### config.mk
export PLATFORM = sky130hd
export DESIGN_NAME = dns_query_name_parser_unit_flat
export DESIGN_NICKNAME = d
export VERILOG_FILES = /design/src/dqnp_pkg.sv /design/src/dqnp_ifs.sv /design/src/dqnp_step.sv /design/src/dns_query_name_parser_unit.sv /design/src/flat_wrapper.sv
export SDC_FILE = /design/constraint.sdc
export NUM_CORES = 1
export LEC_CHECK = 0
export ABC_CLOCK_PERIOD_IN_PS = 5300
export BUFFER_PORTS_ARGS = -buffer_cell sky130_fd_sc_hd__buf_2
export CAP_MARGIN = 5
export CORE_UTILIZATION = 60
export DETAILED_ROUTE_END_ITERATION = 8
export GPL_TIMING_DRIVEN = 0
export PLACE_DENSITY = 0.82
export SYNTH_ARGS = -nofsm -noshare
export SYNTH_HDL_FRONTEND = slang
export SYNTH_SLANG_ARGS = --single-unit
### constraint.sdc
create_clock -name clock -period 5.3 [get_ports clock]
set_input_delay 0.265 -clock clock [delete_from_list [all_inputs] [get_ports clock]]
set_output_delay 0.265 -clock clock [all_outputs]
set_load 0.1 [all_outputs]
### src/dqnp_pkg.sv
package dqnp_pkg;

   // Fixed message layout
   localparam int unsigned HEADER_BYTES = 12;
   localparam int unsigned MIN_MESSAGE_BYTES = HEADER_BYTES + 5;
   localparam int unsigned TAIL_BYTES = 4;

   // Reset value of the label limit register
   localparam logic [7:0] MAX_LABELS_RESET = 8'd128;

   // Header byte offsets
   localparam logic [15:0] OFF_ID_HI = 16'd0;
   localparam logic [15:0] OFF_ID_LO = 16'd1;
   localparam logic [15:0] OFF_COUNT_HI = 16'd4;
   localparam logic [15:0] OFF_COUNT_LO = 16'd5;
   localparam logic [15:0] OFF_HEADER_LAST = 16'(HEADER_BYTES - 1);
   localparam logic [15:0] OFF_SHORT_LIMIT = 16'(MIN_MESSAGE_BYTES - 1);

   // Parser phases
   localparam logic [2:0] PH_HEADER = 3'd0;
   localparam logic [2:0] PH_LENGTH = 3'd1;
   localparam logic [2:0] PH_LABEL = 3'd2;
   localparam logic [2:0] PH_TAIL = 3'd3;
   localparam logic [2:0] PH_SKIP = 3'd4;

   // Status and error codes
   localparam logic [2:0] ST_OK = 3'd0;
   localparam logic [2:0] ST_TOO_SHORT = 3'd1;
   localparam logic [2:0] ST_NO_QUESTION = 3'd2;
   localparam logic [2:0] ST_TOO_MANY_LABELS = 3'd3;
   localparam logic [2:0] ST_POINTER = 3'd4;
   localparam logic [2:0] ST_TRUNCATED = 3'd5;

   localparam logic [7:0] POINTER_MASK = 8'hC0;
   localparam logic [7:0] DOT_CHAR = 8'h2E;
   localparam logic [7:0] CASE_OFFSET = 8'h20;

   // Per-message parser state
   typedef struct packed {
      logic [15:0] position;
      logic [2:0]  phase;
      logic [7:0]  label_left;
      logic [7:0]  label_count;
      logic [15:0] id_reg;
      logic [15:0] count_reg;
      logic [2:0]  error_code;
      logic [15:0] name_end_reg;
      logic        name_started;
   } state_type;

   // One result word
   typedef struct packed {
      logic        name_valid;
      logic [7:0]  name_char;
      logic        done_res;
      logic [2:0]  status;
      logic [15:0] query_id;
      logic [15:0] name_end;
      logic [15:0] question_end;
   } result_type;

endpackage

### src/dqnp_ifs.sv
interface dqnp_req_if;
   logic       valid;
   logic       ready;
   logic [7:0] data_byte;
   logic       last;
   modport source (output valid, output data_byte, output last, input ready);
   modport sink (input valid, input data_byte, input last, output ready);
endinterface

interface dqnp_rsp_if;
   logic        valid;
   logic        ready;
   logic        name_valid;
   logic [7:0]  name_char;
   logic        done_res;
   logic [2:0]  status;
   logic [15:0] query_id;
   logic [15:0] name_end;
   logic [15:0] question_end;
   modport source (output valid, output name_valid, output name_char, output done_res,
                   output status, output query_id, output name_end, output question_end,
                   input ready);
   modport sink (input valid, input name_valid, input name_char, input done_res,
                 input status, input query_id, input name_end, input question_end,
                 output ready);
endinterface

interface dqnp_csr_if;
   logic       valid;
   logic       ready;
   logic [7:0] data;
   modport source (output valid, output data, input ready);
   modport sink (input valid, input data, output ready);
endinterface

### src/dqnp_step.sv
module dqnp_step (
   input  dqnp_pkg::state_type  cur,
   input  logic [7:0]           max_labels,
   input  logic [7:0]           data_byte,
   input  logic                 last,
   output dqnp_pkg::state_type  nxt,
   output dqnp_pkg::result_type res
);

   dqnp_pkg::state_type upd;
   logic [15:0]         pos_inc;
   logic [16:0]         q_end_sum;
   logic [2:0]          status;

   // Saturating increment of the byte offset
   assign pos_inc = (cur.position == 16'hFFFF) ? cur.position : cur.position + 16'd1;

   // Advance the parser by one byte
   always_comb begin
      upd = cur;
      res = '0;
      if (cur.error_code == dqnp_pkg::ST_OK) begin
         case (cur.phase)
            dqnp_pkg::PH_HEADER: begin
               if (cur.position == dqnp_pkg::OFF_ID_HI) begin
                  upd.id_reg[15:8] = data_byte;
               end else if (cur.position == dqnp_pkg::OFF_ID_LO) begin
                  upd.id_reg[7:0] = data_byte;
               end else if (cur.position == dqnp_pkg::OFF_COUNT_HI) begin
                  upd.count_reg[15:8] = data_byte;
               end else if (cur.position == dqnp_pkg::OFF_COUNT_LO) begin
                  upd.count_reg[7:0] = data_byte;
                  if ({cur.count_reg[15:8], data_byte} == 16'd0) begin
                     upd.error_code = dqnp_pkg::ST_NO_QUESTION;
                  end
               end
               if (cur.position >= dqnp_pkg::OFF_HEADER_LAST) begin
                  upd.phase = dqnp_pkg::PH_LENGTH;
               end
            end
            dqnp_pkg::PH_LENGTH: begin
               if (cur.label_count >= max_labels) begin
                  upd.error_code = dqnp_pkg::ST_TOO_MANY_LABELS;
               end else begin
                  upd.label_count = cur.label_count + 8'd1;
                  if (data_byte == 8'd0) begin
                     upd.name_end_reg = pos_inc;
                     upd.label_left = 8'(dqnp_pkg::TAIL_BYTES);
                     upd.phase = dqnp_pkg::PH_TAIL;
                  end else if ((data_byte & dqnp_pkg::POINTER_MASK) == dqnp_pkg::POINTER_MASK)
                  begin
                     upd.error_code = dqnp_pkg::ST_POINTER;
                  end else begin
                     upd.label_left = data_byte;
                     upd.phase = dqnp_pkg::PH_LABEL;
                     // dot between labels, never on a final length byte
                     if (cur.name_started && !last) begin
                        res.name_valid = 1'b1;
                        res.name_char = dqnp_pkg::DOT_CHAR;
                     end
                     upd.name_started = 1'b1;
                  end
               end
            end
            dqnp_pkg::PH_LABEL: begin
               res.name_valid = 1'b1;
               if (data_byte inside {[8'h41:8'h5A]}) begin
                  res.name_char = data_byte + dqnp_pkg::CASE_OFFSET;
               end else begin
                  res.name_char = data_byte;
               end
               upd.label_left = cur.label_left - 8'd1;
               if (cur.label_left == 8'd1) begin
                  upd.phase = dqnp_pkg::PH_LENGTH;
               end
            end
            dqnp_pkg::PH_TAIL: begin
               upd.label_left = cur.label_left - 8'd1;
               if (cur.label_left == 8'd1) begin
                  upd.phase = dqnp_pkg::PH_SKIP;
               end
            end
            default: begin
            end
         endcase
      end
      upd.position = pos_inc;

      // Report on the final byte and start afresh
      if (last) begin
         res.done_res = 1'b1;
         res.status = status;
         if (status == dqnp_pkg::ST_OK) begin
            res.query_id = upd.id_reg;
            res.name_end = upd.name_end_reg;
            res.question_end = q_end_sum[16] ? 16'hFFFF : q_end_sum[15:0];
         end
         nxt = '0;
         nxt.phase = dqnp_pkg::PH_HEADER;
      end else begin
         nxt = upd;
      end
   end

   assign q_end_sum = {1'b0, cur.name_end_reg} + 17'(dqnp_pkg::TAIL_BYTES);

   // Final status in check order
   always_comb begin
      if (cur.position < dqnp_pkg::OFF_SHORT_LIMIT) begin
         status = dqnp_pkg::ST_TOO_SHORT;
      end else if (upd.error_code != dqnp_pkg::ST_OK) begin
         status = upd.error_code;
      end else if (upd.phase != dqnp_pkg::PH_SKIP) begin
         status = dqnp_pkg::ST_TRUNCATED;
      end else begin
         status = dqnp_pkg::ST_OK;
      end
   end

endmodule

### src/dns_query_name_parser_unit.sv
// DNS question-name parser.
// req_chan carries one message byte per word with a flag on the final byte.
// rsp_chan returns exactly one word per accepted byte: a lowercased name
// character or dot when name_valid is set, and on the final byte done_res
// with the status, the query id and the name and question end offsets.
// csr_chan writes the label limit (max_labels); it is always ready and
// should only be written while no message is in flight.
// The result word for a byte sits in the output register on the cycle
// after it was accepted. One byte is taken every cycle while rsp_chan
// takes each word; the per-byte state update is a single pass of logic
// between the parser state registers and the output register.
// When rsp_chan stalls, the output register holds its word and req_chan
// ready drops until the word is taken; a word taken in the same cycle frees
// the register for the next byte.
// Reset clears the parser state to the start of a message, empties the
// output register and sets max_labels to 128.
module dns_query_name_parser_unit (
   input logic       clock,
   input logic       reset,
   dqnp_req_if.sink  req_chan,
   dqnp_rsp_if.source rsp_chan,
   dqnp_csr_if.sink  csr_chan
);

   dqnp_pkg::state_type  state_ff;
   dqnp_pkg::state_type  state_in;
   dqnp_pkg::result_type result_ff;
   dqnp_pkg::result_type result_in;
   logic                 rsp_valid_ff;
   logic [7:0]           max_labels_ff;
   logic                 req_accept;

   // Take a byte whenever the output register is free or being emptied
   assign req_chan.ready = !rsp_valid_ff || rsp_chan.ready;
   assign req_accept = req_chan.valid && req_chan.ready;
   assign csr_chan.ready = 1'b1;

   dqnp_step u_step (
      .cur        (state_ff),
      .max_labels (max_labels_ff),
      .data_byte  (req_chan.data_byte),
      .last       (req_chan.last),
      .nxt        (state_in),
      .res        (result_in)
   );

   // Label limit register
   always_ff @(posedge clock) begin
      if (reset) begin
         max_labels_ff <= dqnp_pkg::MAX_LABELS_RESET;
      end else if (csr_chan.valid) begin
         max_labels_ff <= csr_chan.data;
      end
   end

   // Advance parser state on each accepted byte
   always_ff @(posedge clock) begin
      if (reset) begin
         state_ff <= '{phase: dqnp_pkg::PH_HEADER, default: '0};
      end else if (req_accept) begin
         state_ff <= state_in;
      end
   end

   // Output register: load on accept, drop when taken
   always_ff @(posedge clock) begin
      if (reset) begin
         rsp_valid_ff <= 1'b0;
      end else if (req_accept) begin
         rsp_valid_ff <= 1'b1;
      end else if (rsp_chan.ready) begin
         rsp_valid_ff <= 1'b0;
      end
   end

   always_ff @(posedge clock) begin
      if (req_accept) begin
         result_ff <= result_in;
      end
   end

   assign rsp_chan.valid = rsp_valid_ff;
   assign rsp_chan.name_valid = result_ff.name_valid;
   assign rsp_chan.name_char = result_ff.name_char;
   assign rsp_chan.done_res = result_ff.done_res;
   assign rsp_chan.status = result_ff.status;
   assign rsp_chan.query_id = result_ff.query_id;
   assign rsp_chan.name_end = result_ff.name_end;
   assign rsp_chan.question_end = result_ff.question_end;

`ifndef ASSERT_OFF
   // A final byte returns the parser to the start of a message
   a_clear_on_last: assert property (@(posedge clock) disable iff (reset)
      req_accept && req_chan.last |=> state_ff.position == 16'd0 &&
      state_ff.error_code == dqnp_pkg::ST_OK)
      else $error("parser state not cleared after final byte");

   // The first error sticks for the rest of the message
   a_error_sticky: assert property (@(posedge clock) disable iff (reset)
      req_accept && !req_chan.last && state_ff.error_code != dqnp_pkg::ST_OK |=>
      state_ff.error_code == $past(state_ff.error_code))
      else $error("error code changed within a message");

   // Position never moves back within a message
   a_position_mono: assert property (@(posedge clock) disable iff (reset)
      req_accept && !req_chan.last |=> state_ff.position >= $past(state_ff.position))
      else $error("position moved backwards");

   // Failed or unfinished messages report no id or offsets
   a_fail_zero: assert property (@(posedge clock) disable iff (reset)
      rsp_valid_ff && result_ff.status != dqnp_pkg::ST_OK |->
      result_ff.query_id == 16'd0 && result_ff.name_end == 16'd0 &&
      result_ff.question_end == 16'd0)
      else $error("id or offsets reported with a failing status");

   // Status is only given on the final word of a message
   a_status_done: assert property (@(posedge clock) disable iff (reset)
      rsp_valid_ff && !result_ff.done_res |-> result_ff.status == dqnp_pkg::ST_OK)
      else $error("status reported before the final byte");
`endif

endmodule
### src/flat_wrapper.sv
// flat-port wrapper written by rule: the top's interface ports become plain ports
module dns_query_name_parser_unit_flat 
  (clock, reset, req_chan_valid, req_chan_data_byte, req_chan_last, req_chan_ready, rsp_chan_valid, rsp_chan_name_valid, rsp_chan_name_char, rsp_chan_done_res, rsp_chan_status, rsp_chan_query_id, rsp_chan_name_end, rsp_chan_question_end, rsp_chan_ready, csr_chan_valid, csr_chan_data, csr_chan_ready);
  dqnp_req_if req_chan_i ();
  dqnp_rsp_if rsp_chan_i ();
  dqnp_csr_if csr_chan_i ();
  input logic clock;
  input logic reset;
  input wire logic [$bits(req_chan_i.valid)-1:0] req_chan_valid;
  input wire logic [$bits(req_chan_i.data_byte)-1:0] req_chan_data_byte;
  input wire logic [$bits(req_chan_i.last)-1:0] req_chan_last;
  output wire logic [$bits(req_chan_i.ready)-1:0] req_chan_ready;
  output wire logic [$bits(rsp_chan_i.valid)-1:0] rsp_chan_valid;
  output wire logic [$bits(rsp_chan_i.name_valid)-1:0] rsp_chan_name_valid;
  output wire logic [$bits(rsp_chan_i.name_char)-1:0] rsp_chan_name_char;
  output wire logic [$bits(rsp_chan_i.done_res)-1:0] rsp_chan_done_res;
  output wire logic [$bits(rsp_chan_i.status)-1:0] rsp_chan_status;
  output wire logic [$bits(rsp_chan_i.query_id)-1:0] rsp_chan_query_id;
  output wire logic [$bits(rsp_chan_i.name_end)-1:0] rsp_chan_name_end;
  output wire logic [$bits(rsp_chan_i.question_end)-1:0] rsp_chan_question_end;
  input wire logic [$bits(rsp_chan_i.ready)-1:0] rsp_chan_ready;
  input wire logic [$bits(csr_chan_i.valid)-1:0] csr_chan_valid;
  input wire logic [$bits(csr_chan_i.data)-1:0] csr_chan_data;
  output wire logic [$bits(csr_chan_i.ready)-1:0] csr_chan_ready;
  assign req_chan_i.valid = req_chan_valid;
  assign req_chan_i.data_byte = req_chan_data_byte;
  assign req_chan_i.last = req_chan_last;
  assign req_chan_ready = req_chan_i.ready;
  assign rsp_chan_valid = rsp_chan_i.valid;
  assign rsp_chan_name_valid = rsp_chan_i.name_valid;
  assign rsp_chan_name_char = rsp_chan_i.name_char;
  assign rsp_chan_done_res = rsp_chan_i.done_res;
  assign rsp_chan_status = rsp_chan_i.status;
  assign rsp_chan_query_id = rsp_chan_i.query_id;
  assign rsp_chan_name_end = rsp_chan_i.name_end;
  assign rsp_chan_question_end = rsp_chan_i.question_end;
  assign rsp_chan_i.ready = rsp_chan_ready;
  assign csr_chan_i.valid = csr_chan_valid;
  assign csr_chan_i.data = csr_chan_data;
  assign csr_chan_ready = csr_chan_i.ready;
  dns_query_name_parser_unit u_core (.clock(clock), .reset(reset), .req_chan(req_chan_i), .rsp_chan(rsp_chan_i), .csr_chan(csr_chan_i));
endmodule
==> results_tabular.tex <==
\begin{tabular}{lr}
\hline
Metric & Value \\
\hline
\multicolumn{2}{l}{\textbf{Critical path}} \\
\quad CP Capture Type & flip-flop \\
\quad Startpoint type of the worst setup path & flip-flop \\
\quad Path depth of the worst reg2reg path & 10 \\
\quad Critical Setup Path Class & reg2reg \\
\quad Worst Path Max Fanout & 10 \\
\quad Required time of the critical path & 5.59 ns \\
\quad Data arrival time of the critical path & 3.22 ns \\
\quad R2R Path End & u\_core.state\_ff[6] \\
\quad Reg2reg start & u\_core.max\_labels\_ff[6] \\
\quad R2r setup slk & 2.37 ns \\
\multicolumn{2}{l}{\textbf{STA}} \\
\quad Share of the clock period used by the worst path & 0.5532 \\
\quad Unrepaired setup endpoints after global routing & false \\
\quad Pins over their slew limit & 0 \\
\quad Achievable Freq & 341.1 MHz \\
\quad Final-report hold violation count & 0 \\
\quad Post-Route Skew & 0.01113 ns \\
\quad Final period demand of the worst path & 2.932 ns \\
\quad Slack of the critical path & 2.368 ns \\
\quad Relative slew slack & 0.3579 \\
\quad Endpoints failing setup & 0 \\
\quad Transition at the pin with the smallest max-transition slack & 0.9631 ns \\
\quad Setup TNS & 0 ns \\
\multicolumn{2}{l}{\textbf{Synthesis}} \\
\quad Number of flops mapped to enable cells by yosys & 61 \\
\quad Mean instance size in the synthesized netlist & 9.338 µm² \\
\quad Synthesized instance count & 788 \\
\quad Sequential-to-total area share from yosys stat & 0.4884 \\
\quad Number of distinct library cell variants in the gate-level netlist after synthesis & 66 \\
\quad Largest area contributor in the synthesized netlist & sky130\_fd\_sc\_hd\_\_edfxtp\_1 \\
\quad Total number of yosys warnings & 0 \\
\quad Portion of synthesized cell area occupied by the leading cell type & 0.2489 \\
\quad Most common cell in the netlist & sky130\_fd\_sc\_hd\_\_dfxtp\_1 \\
\quad Syn Nets & 826 \\
\quad Async set-reset flop share out of synthesis & 0 \\
\quad Leading post-synthesis cells by cell area & sky130\_fd\_sc\_hd\_\_edfxtp\_1 25\%, sky130\_fd\_sc\_hd\_\_dfxtp\_1 24\%, sky130\_fd\_sc\_hd\_\_a21oi\_1 4.6\%, sky130\_fd\_sc\_hd\_\_nor2\_1 4.0\%, sky130\_fd\_sc\_hd\_\_nand2\_1 3.7\% \\
\quad Top cells by instance count after synthesis & 88 x sky130\_fd\_sc\_hd\_\_dfxtp\_1, 79 x sky130\_fd\_sc\_hd\_\_nor2\_1, 73 x sky130\_fd\_sc\_hd\_\_nand2\_1, 68 x sky130\_fd\_sc\_hd\_\_a21oi\_1, 61 x sky130\_fd\_sc\_hd\_\_edfxtp\_1 \\
\quad Register bit total from synthesis & 149 \\
\quad Area of the mapped netlist & 0.007358 mm² \\
\quad Primary flip-flop cell chosen by synthesis mapping & sky130\_fd\_sc\_hd\_\_dfxtp\_1 \\
\multicolumn{2}{l}{\textbf{Power and ir drop}} \\
\quad PD cells & 328.6 mW/mm² \\
\quad Cell leakage power & 0.003234 µW \\
\quad Worst supply voltage drop on vdd & 0.1774 mV \\
\multicolumn{2}{l}{\textbf{CTS}} \\
\quad Post-CTS Setup Repair Bufs & 0 \\
\quad Clock tree from TritonCTS & done \\
\quad Number of buffers inserted during clock tree synthesis & 17 \\
\quad Clock Tree Buf Depth & 2 \\
\quad Hold buffer count at cts & 0 \\
\quad Cells resized by post-CTS repair & 0 \\
\quad Clk root buf & sky130\_fd\_sc\_hd\_\_clkbuf\_16 \\
\quad Insertion delay of the later-clocked pin in the worst-skew pair & 0.43 ns \\
\quad Number of sinks handled by clock tree synthesis & 149 \\
\quad Htree depth & 4 \\
\quad Clock transition at path regs & 0.06 ns \\
\multicolumn{2}{l}{\textbf{Min path}} \\
\quad Number of stages on the worst hold path & 3 \\
\quad Worst Hold Endpoint & u\_core.max\_labels\_ff[7] \\
\quad Beginning of the worst hold path & csr\_chan\_data[7] \\
\quad Class of the worst hold path & in2reg \\
\multicolumn{2}{l}{\textbf{Final layout}} \\
\quad Area growth, synth to finish & 16.00\% \\
\quad Flip-flop count of the largest register after layout & 79 \\
\quad Nets@finish & 922 \\
\quad Count of inserted antenna diode cells & 0 \\
\quad Most flops, register & u\_core.state\_ff \\
\quad Layout cell share with drive strength beyond 1 & 0.1516 \\
\multicolumn{2}{l}{\textbf{Detailed routing}} \\
\quad Detail Route Antenna Nets & 0 \\
\quad Average vias per placed instance & 6.220 \\
\quad Detailed-router iteration count before antenna repair & 6 \\
\quad Detail-routed net length per standard cell & 17.82 µm \\
\quad DR iter-0 viols & 628 \\
\quad Detailed-route DRC error count & 0 \\
\quad Total vias in the final route & 6494 \\
\quad Drt total wl & 18600 µm \\
\multicolumn{2}{l}{\textbf{Placement}} \\
\quad Worst setup slack before clock tree synthesis & 2.455 ns \\
\quad Weighted congestion at the end of routability-driven global placement & 0.9398 \\
\quad Detail Placement HPWL & 13060 µm \\
\quad \# port buffers & 77 \\
\multicolumn{2}{l}{\textbf{Job}} \\
\quad Max-cap violations & 0 \\
\multicolumn{2}{l}{\textbf{Floorplanning}} \\
\quad Chip Width & 112.7 µm \\
\quad Effective utilization at floorplan & 0.6152 \\
\quad Overall die area & 0.01271 mm² \\
\quad Area of the core region & 0.01196 mm² \\
\quad Vert. Die Dim & 112.7 µm \\
\quad Number of I/O pins & 86 \\
\quad Core Rows & 40 \\
\multicolumn{2}{l}{\textbf{GRT}} \\
\quad Largest net degree at the start of global routing & 71 \\
\quad Total congestion overflow after global routing & 0 \\
\quad Antenna violations before repair & 0 \\
\quad Via count of the first global-routing pass & 6075 \\
\quad Overall track demand over capacity in global routing & 0.3004 \\
\quad First-pass GRT wire length & 29850 µm \\
\multicolumn{2}{l}{\textbf{Run status}} \\
\quad Run status & finished, final reports clean \\
\hline
\end{tabular}
[logic make-up (layout without fill, tap and decap cells)]
group,after synthesis,in the layout,share of synthesized area
xor gates and xnor gates,20,20,0.02380
buffers and inverters,87,196,0.04948
DFF,149,149,0.4884
muxes,31,31,0.04285
and+or+nand+nor,286,286,0.1916
other,1,1,0.0005096
adders and majority gates,16,16,0.02721
AOI/OAI and AO/OA,198,198,0.1762
[worst max-delay path by stage]
stage	startpoint	to	slack (ns)	cells past startpoint
floorplan	u_core.rsp_chan.valid	u_core.state_ff[78]	0.74	7
finish	u_core.max_labels_ff[6]	u_core.state_ff[6]	2.37	10
global placement	rsp_chan_ready	u_core.state_ff[78]	1.15	8
detailed placement	u_core.max_labels_ff[1]	u_core.state_ff[66]	2.45	8
global route	u_core.max_labels_ff[1]	u_core.state_ff[66]	2.18	8
CTS	u_core.max_labels_ff[6]	u_core.state_ff[6]	2.42	10
[critical path: stages (launching register included)]
cell and delay [ns]:
sky130_fd_sc_hd__dfxtp_1 0.34, sky130_fd_sc_hd__inv_1 0.05, sky130_fd_sc_hd__ha_1 0.30, sky130_fd_sc_hd__and3_1 0.19, sky130_fd_sc_hd__a221o_1 0.37, sky130_fd_sc_hd__clkbuf_1 0.23, sky130_fd_sc_hd__nor3_1 0.53, sky130_fd_sc_hd__a21oi_1 0.17
sky130_fd_sc_hd__clkbuf_1 0.26, sky130_fd_sc_hd__o21ai_0 0.26, sky130_fd_sc_hd__a21oi_1 0.11
[power breakdown]
part	switching, µW	internal (µW)	total, µW
clock	517	720	1240
combinational	277	56.0	333
sequential	10.9	1220	1230
total	805	2000	2800
[metal layers]
metal  track usage  vias up  routed length (µm)
met2        0.4918      333                8696
met3       0.04928       55                1264
met5             0        -                   0
met1        0.3879     3029                8088
li1              -     3077                   -
met4        0.1502        0                 550
[through the flow]
stage	total power (µW)	util	hold slack, ns	instances	area (µm²)
2_1_floorplan	1524	-	0.3639	788	7358
3_3_place_gp	1584	0.6628	0.4380	1012	7928
3_5_place_dp	1589	0.6631	0.4533	1012	7931
4_1_cts	2807	0.7136	0.06236	1044	8536
5_1_grt	2878	0.7136	0.08600	1044	8536
6_report	2805	0.7136	0.06695	1044	8536
[cell type report]
class,count,area (µm²)
Inverter,34,127.6
Multi-Input combinational cell,552,3401
Sequential cell,149,3593
Timing Repair Buffer,77,385.4
Tap cell,147,183.9
Buffer,53,240.2
Fill cell,887,3426
Clock buffer,18,439.2
Clock inverter,14,165.2
[cell usage in the layout, fill, tap and decap left out, types with 16 or more instances in the layout]
| cell type | count |
|---|---|
| sky130_fd_sc_hd__a21oi_1 | 68 |
| sky130_fd_sc_hd__dfxtp_1 | 88 |
| sky130_fd_sc_hd__nor2_1 | 79 |
| sky130_fd_sc_hd__ha_1 | 16 |
| sky130_fd_sc_hd__mux2i_1 | 27 |
| sky130_fd_sc_hd__clkbuf_16 | 17 |
| sky130_fd_sc_hd__inv_1 | 32 |
| sky130_fd_sc_hd__edfxtp_1 | 61 |
| sky130_fd_sc_hd__clkbuf_1 | 35 |
| sky130_fd_sc_hd__o21ai_0 | 37 |
| sky130_fd_sc_hd__nand2_1 | 73 |
| sky130_fd_sc_hd__buf_2 | 83 |
| sky130_fd_sc_hd__a22o_1 | 17 |
| sky130_fd_sc_hd__nand3_1 | 40 |
| sky130_fd_sc_hd__nor3_1 | 18 |
Note: power is estimated with default switching activity, not from simulation.
